**src/design/sce_pkg.sv**
```systemverilog
// Shared types and constants of the sigmoid cross-entropy loss block.
`timescale 1ns / 1ps
`default_nettype none

package sce_pkg;

    localparam int CFG_IDX_W  = 3;
    localparam int CFG_DATA_W = 16;

    localparam logic [CFG_IDX_W-1:0] REG_IGNORE_ENABLE    = 3'd0;
    localparam logic [CFG_IDX_W-1:0] REG_IGNORE_VALUE     = 3'd1;
    localparam logic [CFG_IDX_W-1:0] REG_NORM_MODE        = 3'd2;
    localparam logic [CFG_IDX_W-1:0] REG_BATCH_SIZE       = 3'd3;
    localparam logic [CFG_IDX_W-1:0] REG_PER_SAMPLE_COUNT = 3'd4;
    localparam logic [CFG_IDX_W-1:0] REG_GRAD_WEIGHT      = 3'd5;

    localparam logic [1:0] NORM_FULL  = 2'd0;
    localparam logic [1:0] NORM_VALID = 2'd1;
    localparam logic [1:0] NORM_BATCH = 2'd2;
    localparam logic [1:0] NORM_NONE  = 2'd3;

    localparam logic ACT_FWD   = 1'b0;
    localparam logic ACT_BWD   = 1'b1;
    localparam logic KIND_LOSS = 1'b0;
    localparam logic KIND_GRAD = 1'b1;

    localparam int SUM_W      = 48;
    localparam int NORM_W     = 32;
    localparam int DIV_NUM_W  = 49;
    localparam int DIV_DEN_W  = 41;
    localparam int PROD_W     = 41;

    typedef struct packed {
        logic               ignore_enable;
        logic signed [8:0]  ignore_value;
        logic [1:0]         norm_mode;
        logic [15:0]        batch_size;
        logic [15:0]        per_sample_count;
        logic signed [15:0] grad_weight;
    } cfg_t;

    typedef struct packed {
        logic               action;
        logic signed [15:0] logit;
        logic signed [15:0] target;
        logic               last;
        logic               ignored;
    } item_t;

    typedef struct packed {
        logic                 start;
        logic [DIV_NUM_W-1:0] num;
        logic [DIV_DEN_W-1:0] den;
    } div_req_t;

    typedef struct packed {
        logic                 busy;
        logic                 done;
        logic [DIV_NUM_W-1:0] quo;
    } div_rsp_t;

endpackage

`default_nettype wire

```
**src/design/sce_front.sv**
```systemverilog
// Front part: takes input words, flags ignored targets and queues them.
`timescale 1ns / 1ps
`default_nettype none

module sce_front import sce_pkg::*;
(
    input  wire logic               clk,
    input  wire logic               rst_n,
    input  wire logic               in_valid,
    output logic                    in_stall,
    input  wire logic               action,
    input  wire logic signed [15:0] logit,
    input  wire logic signed [15:0] target,
    input  wire logic               last,
    input  wire cfg_t               cfg,
    input  wire logic               pop,
    output item_t                   head,
    output logic                    empty
);

    logic signed [8:0] y_int;
    logic              push;
    item_t             new_item;
    item_t             q_mem_reg [2];
    logic              wr_ptr_reg, wr_ptr_next;
    logic              rd_ptr_reg, rd_ptr_next;
    logic [1:0]        cnt_reg, cnt_next;

    // Integer part of the target, truncated toward zero.
    assign y_int = {target[15], target[15:8]}
                 + {8'd0, target[15] & (|target[7:0])};

    always_comb
    begin
        new_item.action  = action;
        new_item.logit   = logit;
        new_item.target  = target;
        new_item.last    = last;
        new_item.ignored = cfg.ignore_enable & (y_int == cfg.ignore_value);
    end

    assign in_stall = cnt_reg[1];
    assign empty    = (cnt_reg == 2'd0);
    assign push     = in_valid & ~in_stall;
    assign head     = q_mem_reg[rd_ptr_reg];

    always_comb
    begin
        wr_ptr_next = wr_ptr_reg ^ push;
        rd_ptr_next = rd_ptr_reg ^ (pop & ~empty);
        cnt_next    = cnt_reg + {1'b0, push} - {1'b0, pop & ~empty};
    end

    always_ff @(posedge clk)
    begin
        if (push)
        begin
            q_mem_reg[wr_ptr_reg] <= new_item;
        end
    end

    always_ff @(posedge clk or negedge rst_n)
    begin
        if (!rst_n)
        begin
            wr_ptr_reg <= 1'b0;
            rd_ptr_reg <= 1'b0;
            cnt_reg    <= 2'd0;
        end
        else
        begin
            wr_ptr_reg <= wr_ptr_next;
            rd_ptr_reg <= rd_ptr_next;
            cnt_reg    <= cnt_next;
        end
    end

endmodule

`default_nettype wire

```
**config.mk**
```make
export PLATFORM = sky130hd
export DESIGN_NAME = sce_front
export DESIGN_NICKNAME = d
export VERILOG_FILES = /design/src/design/sce_pkg.sv /design/src/design/sce_front.sv
export SDC_FILE = /design/constraint.sdc
export NUM_CORES = 1
export LEC_CHECK = 0
export BUFFER_PORTS_ARGS = -buffer_cell sky130_fd_sc_hd__buf_2
export CAP_MARGIN = 0
export CORE_UTILIZATION = 40
export DETAILED_ROUTE_END_ITERATION = 6
export PLACE_DENSITY = 0.74
export SLEW_MARGIN = 20
export SYNTH_ARGS = -nofsm -noshare
export SYNTH_HDL_FRONTEND = slang
export SYNTH_SLANG_ARGS = --single-unit
```
**constraint.sdc**
```tcl
create_clock -name clk -period 2.7 [get_ports clk]
set_clock_uncertainty 0.1 [all_clocks]
set_input_delay 0.54 -clock clk [delete_from_list [all_inputs] [get_ports clk]]
set_output_delay 0.54 -clock clk [all_outputs]
set_load 0.01 [all_outputs]
```
# == Word level (Yosys, flattened, before mapping) ==
# Memory sizes are Yosys's and may differ from the RTL's.
# Index checks and enable logic that the tools add are counted.
# word_totals
register_bits,4
latch_bits,0
ramBits,70
mem_bits_ro,0
output_inout_bits,37
elab_cells,20
n_memories,1
# mem_list
name,words,word_bits,rd,rd_clocked_by_memory_dff,wr,line_no,rtl
q_mem_reg,2,35,1,0,1,sce_front.sv:24,item_t q_mem_reg [2];
# classes
addsub,3
mul,0
n_div,0
magnitude_cmp,0
eq_ne,1
shifts,0
mux,2
bitwise,8
n_reduce_logical,2
# op_table
op,n
$add 8x2->9,1
$eq 9x9->1,1
$reduce_or 8->1,1
$and 1x1->1,4
$add 2x1->2,1
$logic_not 2->1,1
$mux 1,2
$not 1->1,2
$sub 2x1->2,1
$xor 1x1->1,2

# == Depth between registers and ports, before layout ==
# Gate-level depths: netlist of run 1.
# depth
word_depth,5
ltp_mapped,9

# == Worst setup path before layout of run 1 ==
# No wires, ideal clock.
# synth_path
path_type,input to register
startpoint,input target[1]
endpoint,memory q_mem_reg[0][0] (netlist name) (data pin)
arrival_ps,2030
t_required_ps,2465
slack_ps,436
path_stages,8
path_buffers,0
path_cell_list,nor4_1 -> a21oi_1 -> ha_1 -> ha_1 -> xnor2_1 -> nand4_1 -> a2111oi_2 -> o211a_1
# synth_lines
element,line_no,rtl
start: declaration,sce_front.sv:13,"input wire logic signed [15:0] target,"
end: declaration,sce_front.sv:24,

==> results.yml, run 1 <==
outcome:
  status: "completed"
layout:
  drive_gt1_share_pct: 42.91
  final_common_cell: "buf_2"
  stdcell_count: 374
  largest_reg_flops: 70
  final_cell_mix: "buf_2, edfxtp_1, mux2_1"
  final_area_um2: 3862
  layout-area-overhead-vs-synth_pct: 27.51
  num-nets-final: 374
  antenna_cells: 0
yosys:
  synthesis.nets: 274
  syn_avg_cell_area_um2: 17.82
  mappedNetlistArea_um2: 3029
  synth-seq-cells: 74
  yosysUniqueCellTypes: 30
  synth_warnings: 0
  ys_seq_area_share_pct: 72.70
  synth_cells: 170
  yosysTopAreaCell: "edfxtp_1"
  synth_top_area_share_pct: 69.39
  yosys-top-cells-area: "edfxtp_1, mux2_1, mux2_2, dfrtp_1, ha_1"
routing:
  drc_errors: 0
  vias_per_cell: 4.799
  vias: 1795
  wl_per_cell_um: 14.12
  wl_mm: 5.281
  detail-route-antenna-nets: 0
  dr.pass1.iters: 4
  initialDrtViolationCount: 46
clocking:
  cts_made_buffers: 9
  clk_latency_ns: 0.33
  clk_pin_slew_worst_paths_ns: 0.07
  root_buffer: "clkbuf_8"
  cts_hold_buffers: 1
  cts_tree: "yes"
  clock-sinks: 74
  post-cts-setup-buffers: 0
  cts_resized: 0
  cts_max_level: 3
  clockBufferDepth: 2
worst_setup_path:
  arrival_ns: 2.47
  cpMaxStageDelayCell: "nor4_1"
  crit_required_ns: 2.79
  critPathKind: "primary input to flip-flop"
  slowest_delay_ns: 0.38
  crit_buf_inv: 1
  cp_top_family: "simple AND/OR/NAND/NOR gates"
  cp-start-kind: "primary input"
  crit_chain: "buf_2 -> nor4_1 -> a21oi_1 -> ha_1 -> ha_1 -> nor4_1 -> a31oi_1 -> nor3b_1 -> o211a_1"
  path_max_fanout: 6
  end_kind: "flip-flop"
power:
  total_power_w: 0.003579
  power_density_nw_per_um2: 926.6
  vdd_drop_max_uv: 329.6
  p_leak_nw: 1.496
die:
  die_y_um: 89.02
  initial_utilization_pct: 41.54
  design.die.area_um2: 7925
  io_pins: 135
  coreArea_um2: 7292
  num_rows: 31
  die_w_um: 89.02
place:
  dp.cells: 357
  gp_congestion: 0.7415
  portBuffers: 84
  dpl_cell_area_um2: 3620
  post-dp-hpwl_mm: 3.836
global_routing:
  track_usage_pct: 13.75
  grt_pass1_vias: 1691
  grt_max_degree: 21
  grt-ovfl-total: 0
  grt_pass1_wl_mm: 7.879
  antenna_found_initial: 0
timing:
  fin_crit_ns: 2.386
  finalCritPeriodShare_pct: 88.38
  grt_setup_unrepaired: "false"
  slew-limit-headroom_pct: 75.06
  maxSlewViolCount: 0
  worst_hold_slack_ns: 0.2958
  hold_violations: 0
  fmax_mhz: 419.1
  tightest_slew_ns: 0.3707
  setup_violations: 0
run:
  max_cap_violations: 0
worst_hold_path:
  min_path_type: "primary input to flip-flop"
where the power goes:
part,total (W),internal (W),switching [W]
combinational,0.00103,0.000461,0.000571
clock,0.000975,0.000608,0.000367
sequential,0.00157,0.00151,0.0000581
total,0.00358,0.00258,0.000996
worst register-to-register path, stage by stage, from the launching register on:
cell and delay, ns:
dfrtp_1 0.43, nor2_1 0.15, nor2b_1 0.08, ha_1 0.27, inv_1 0.04, ha_1 0.19
xnor2_1 0.19, xnor2_1 0.15
stage by stage:
step / util (%) / TNS, ns / worst slack [ns]
floorplan: - / 0 / 0.4356
global placement: 49.64 / -0.03223 / -0.01611
detailed placement: 49.64 / -0.1100 / -0.05500
CTS: 52.97 / 0 / 0.2897
global route: 52.97 / 0 / 0.1113
finish: 52.97 / 0 / 0.3138
synthesized netlist by cell type:
master and n:
a31oi_1 1, o211ai_1 1, xnor2_1 5, a21oi_1 4, nand3_2 1, inv_1 5, nor4_1 3, buf_2 3
a2111oi_2 1, edfxtp_1 70, nand3_1 1, o21ai_0 2, nor2_1 5, mux2_1 27, nand2b_1 1, o21ai_1 1
mux2i_1 1, nor3_1 1, dfrtp_1 4, clkbuf_1 1, a211oi_1 1, nand4_1 2, nor3b_1 1, ha_1 6
or3b_1 1, xor2_1 7, nor2b_1 2, mux2_2 9, o211a_1 1, nand2_1 2
cells by family after synthesis:
family	after synthesis	share of synthesized area (%)
compound gates	12	2.685
xor+xnor	12	3.470
fa+ha+maj	6	2.478
buf+inv	9	1.239
flops	74	72.70
mux	37	13.71
simple gates	20	3.718
path summary, 6_finish.rpt:
kind	from	end	slack [ns]	cells after the start
worst max-delay path	target[1]	q_mem_reg[1][0]	0.31	9
worst min-delay path	logit[2]	q_mem_reg[1][20]	0.30	1
worst max register to register	cnt_reg[1]	cnt_reg[1]	1.03	7
worst min register to register	cnt_reg[1]	cnt_reg[1]	0.46	1
max in group asynchronous	rst_n	wr_ptr_reg	1.94	2
min in group asynchronous	rst_n	cnt_reg[1]	0.44	2
final cells by class:
class	count	area (um^2)
Clock buffer	10	127.6
Clock inverter	6	105.1
Fill cell	643	3430
Inverter	5	18.77
Multi-Input combinational cell	87	794.5
Sequential cell	74	2202
Tap cell	99	123.9
Timing Repair Buffer	93	490.5
metal layers:
layer  vias up  global-route usage (%)  share of wire [%]
met2        60                   23.50                 52
met5         -                       0                  0
li1        856                       -                  -
met3         9                   4.063                7.4
met4         0                   7.504                1.7
met1       870                   15.56                 39
No activity file was read; power rests on OpenSTA's default activity.
==> inputs of run 2 (changes only) <==
==> constraint.sdc (replaced) <==
create_clock -name clk -period 2.4 [get_ports clk]
set_clock_uncertainty 0.1 [all_clocks]
set_input_delay 0.48 -clock clk [delete_from_list [all_inputs] [get_ports clk]]
set_output_delay 0.48 -clock clk [all_outputs]
set_load 0.01 [all_outputs]
==> results.yml, run 2 (synthesis results as in run 1) <==
timing:
  maxSlewViolCount: 0
  grt_setup_unrepaired: "false"
  hold_violations: 0
  setup_violations: 0
  tightest_slew_ns: 0.3152
  fin_crit_ns: 2.254
  slew-limit-headroom_pct: 78.95
  fmax_mhz: 443.6
  finalCritPeriodShare_pct: 93.92
  fin_setup_tns_ns: 0
  final.setup.worst_slack_ns: 0.1459
layout:
  layout-area-overhead-vs-synth_pct: 27.30
  final_cell_mix: "buf_2, edfxtp_1, mux2_1"
  drive_gt1_share_pct: 45.88
  antenna_cells: 0
  multiInputGateArea_um2: 820.8
  finish.utilization_pct: 52.88
  final_area_um2: 3856
  regArea_um2: 2202
  largest_reg_flops: 70
  fill_cells: 640
  num-nets-final: 378
  stdcell_count: 378
  final_common_cell: "buf_2"
die:
  initial_utilization_pct: 41.54
  num_rows: 31
  die_y_um: 89.02
  design.die.area_um2: 7925
  die_w_um: 89.02
  coreArea_um2: 7292
  io_pins: 135
place:
  gp_congestion: 0.7196
  dp.cells: 361
  pre_cts_ws_ns: -0.3649
  dpl_cell_area_um2: 3650
  portBuffers: 84
  post-dp-hpwl_mm: 3.688
worst_setup_path:
  critPathKind: "primary input to flip-flop"
  path_max_fanout: 6
  crit_chain: "buf_2 -> nor4_4 -> a21oi_1 -> ha_1 -> ha_1 -> nor2_1 -> a211oi_1 -> a2111oi_2 -> o211a_1"
  slowest_delay_ns: 0.38
  end_kind: "flip-flop"
  cpMaxStageDelayCell: "a2111oi_2"
  arrival_ns: 2.34
  cpMostUsedCell: "ha_1"
  crit_required_ns: 2.49
  cp-start-kind: "primary input"
clocking:
  clk_latency_ns: 0.33
  clockBufferDepth: 2
  clk_pin_slew_worst_paths_ns: 0.08
  post-cts-setup-buffers: 0
  root_buffer: "clkbuf_8"
  cts_max_level: 3
  clock-sinks: 74
  cts_tree: "yes"
  cts_made_buffers: 9
routing:
  detail-route-antenna-nets: 0
  vias_per_cell: 4.728
  drc_errors: 0
  dr.pass1.iters: 4
  initialDrtViolationCount: 44
  wl_mm: 5.231
  wl_per_cell_um: 13.84
  vias: 1787
global_routing:
  track_usage_pct: 14.14
  grt-ovfl-total: 0
  grt_pass1_wl_mm: 8.017
  grt_pass1_vias: 1741
  grt_max_degree: 21
  antenna_found_initial: 0
power:
  switching_share_pct: 30.53
  clkPwrFrac_pct: 21.6
  combPwrFrac_pct: 31.3
  switchingPower_w: 0.001141
  vdd_drop_max_uv: 390.3
  power_density_nw_per_um2: 969.0
  seq_power_share_pct: 47.2
  p_leak_nw: 1.488
  internal-power_w: 0.002596
outcome:
  status: "completed"
worst_hold_path:
  min_path_type: "primary input to flip-flop"
run:
  max_cap_violations: 0
run 2: repair_timing:
item | in CTS | in global routing
hold buffers | 1 | 0
endpoints found under the setup margin | 2 | 2
endpoints found under the hold margin | 4 | 0
resized for setup | 1 | 3
run 2: worst max-delay path, delay by kind of cell:
family / cells / cell delay (ns)
compound gates: 4 / 0.83
fa+ha+maj: 2 / 0.48
simple gates: 2 / 0.43
buf+inv: 1 / 0.12
run 2: power by group through the flow:
stage               logic (W)  clock network, W  registers [W]
global placement      0.00117                 0        0.00178
detailed placement    0.00118                 0        0.00179
floorplan            0.000724                 0        0.00178
finish                0.00117          0.000806        0.00176
global route          0.00131          0.000896        0.00179
CTS                   0.00119          0.000844        0.00176
run 2: layer usage:
metal	part of all wire (%)	vias up	GRT usage, %
met3	5.9	4	4.617
met4	0.78	0	7.648
met2	50	53	23.99
met5	0	-	0
met1	43	867	15.91
li1	-	863	-
run 2: final cells by class:
cell class	count	share of cell area, %
Timing Repair Buffer	97	13.50
Clock buffer	9	3.212
Tap cell	99	3.212
Inverter	5	0.4867
Sequential cell	74	57.11
Clock inverter	7	1.201
Multi-Input combinational cell	87	21.28
run 2: final timing paths:
| kind | from | to | depth (start not counted) | slack (ns) |
|---|---|---|---|---|
| max reg2reg | cnt_reg[1] | cnt_reg[1] | 7 | 0.78 |
| min in group asynchronous | rst_n | rd_ptr_reg | 2 | 0.38 |
| min | logit[3] | q_mem_reg[0][21] | 1 | 0.23 |
| min reg2reg | cnt_reg[1] | cnt_reg[1] | 1 | 0.42 |
| max | target[1] | q_mem_reg[1][0] | 9 | 0.15 |
| max in group asynchronous | rst_n | cnt_reg[1] | 2 | 1.70 |
run 2: stage by stage:
stage	hold WS, ns	total power, W
global placement	0.1906	0.002953
CTS	0.2006	0.003802
global route	0.1991	0.003994
finish	0.2281	0.003737
floorplan	0.08441	0.002508
detailed placement	0.1903	0.002977
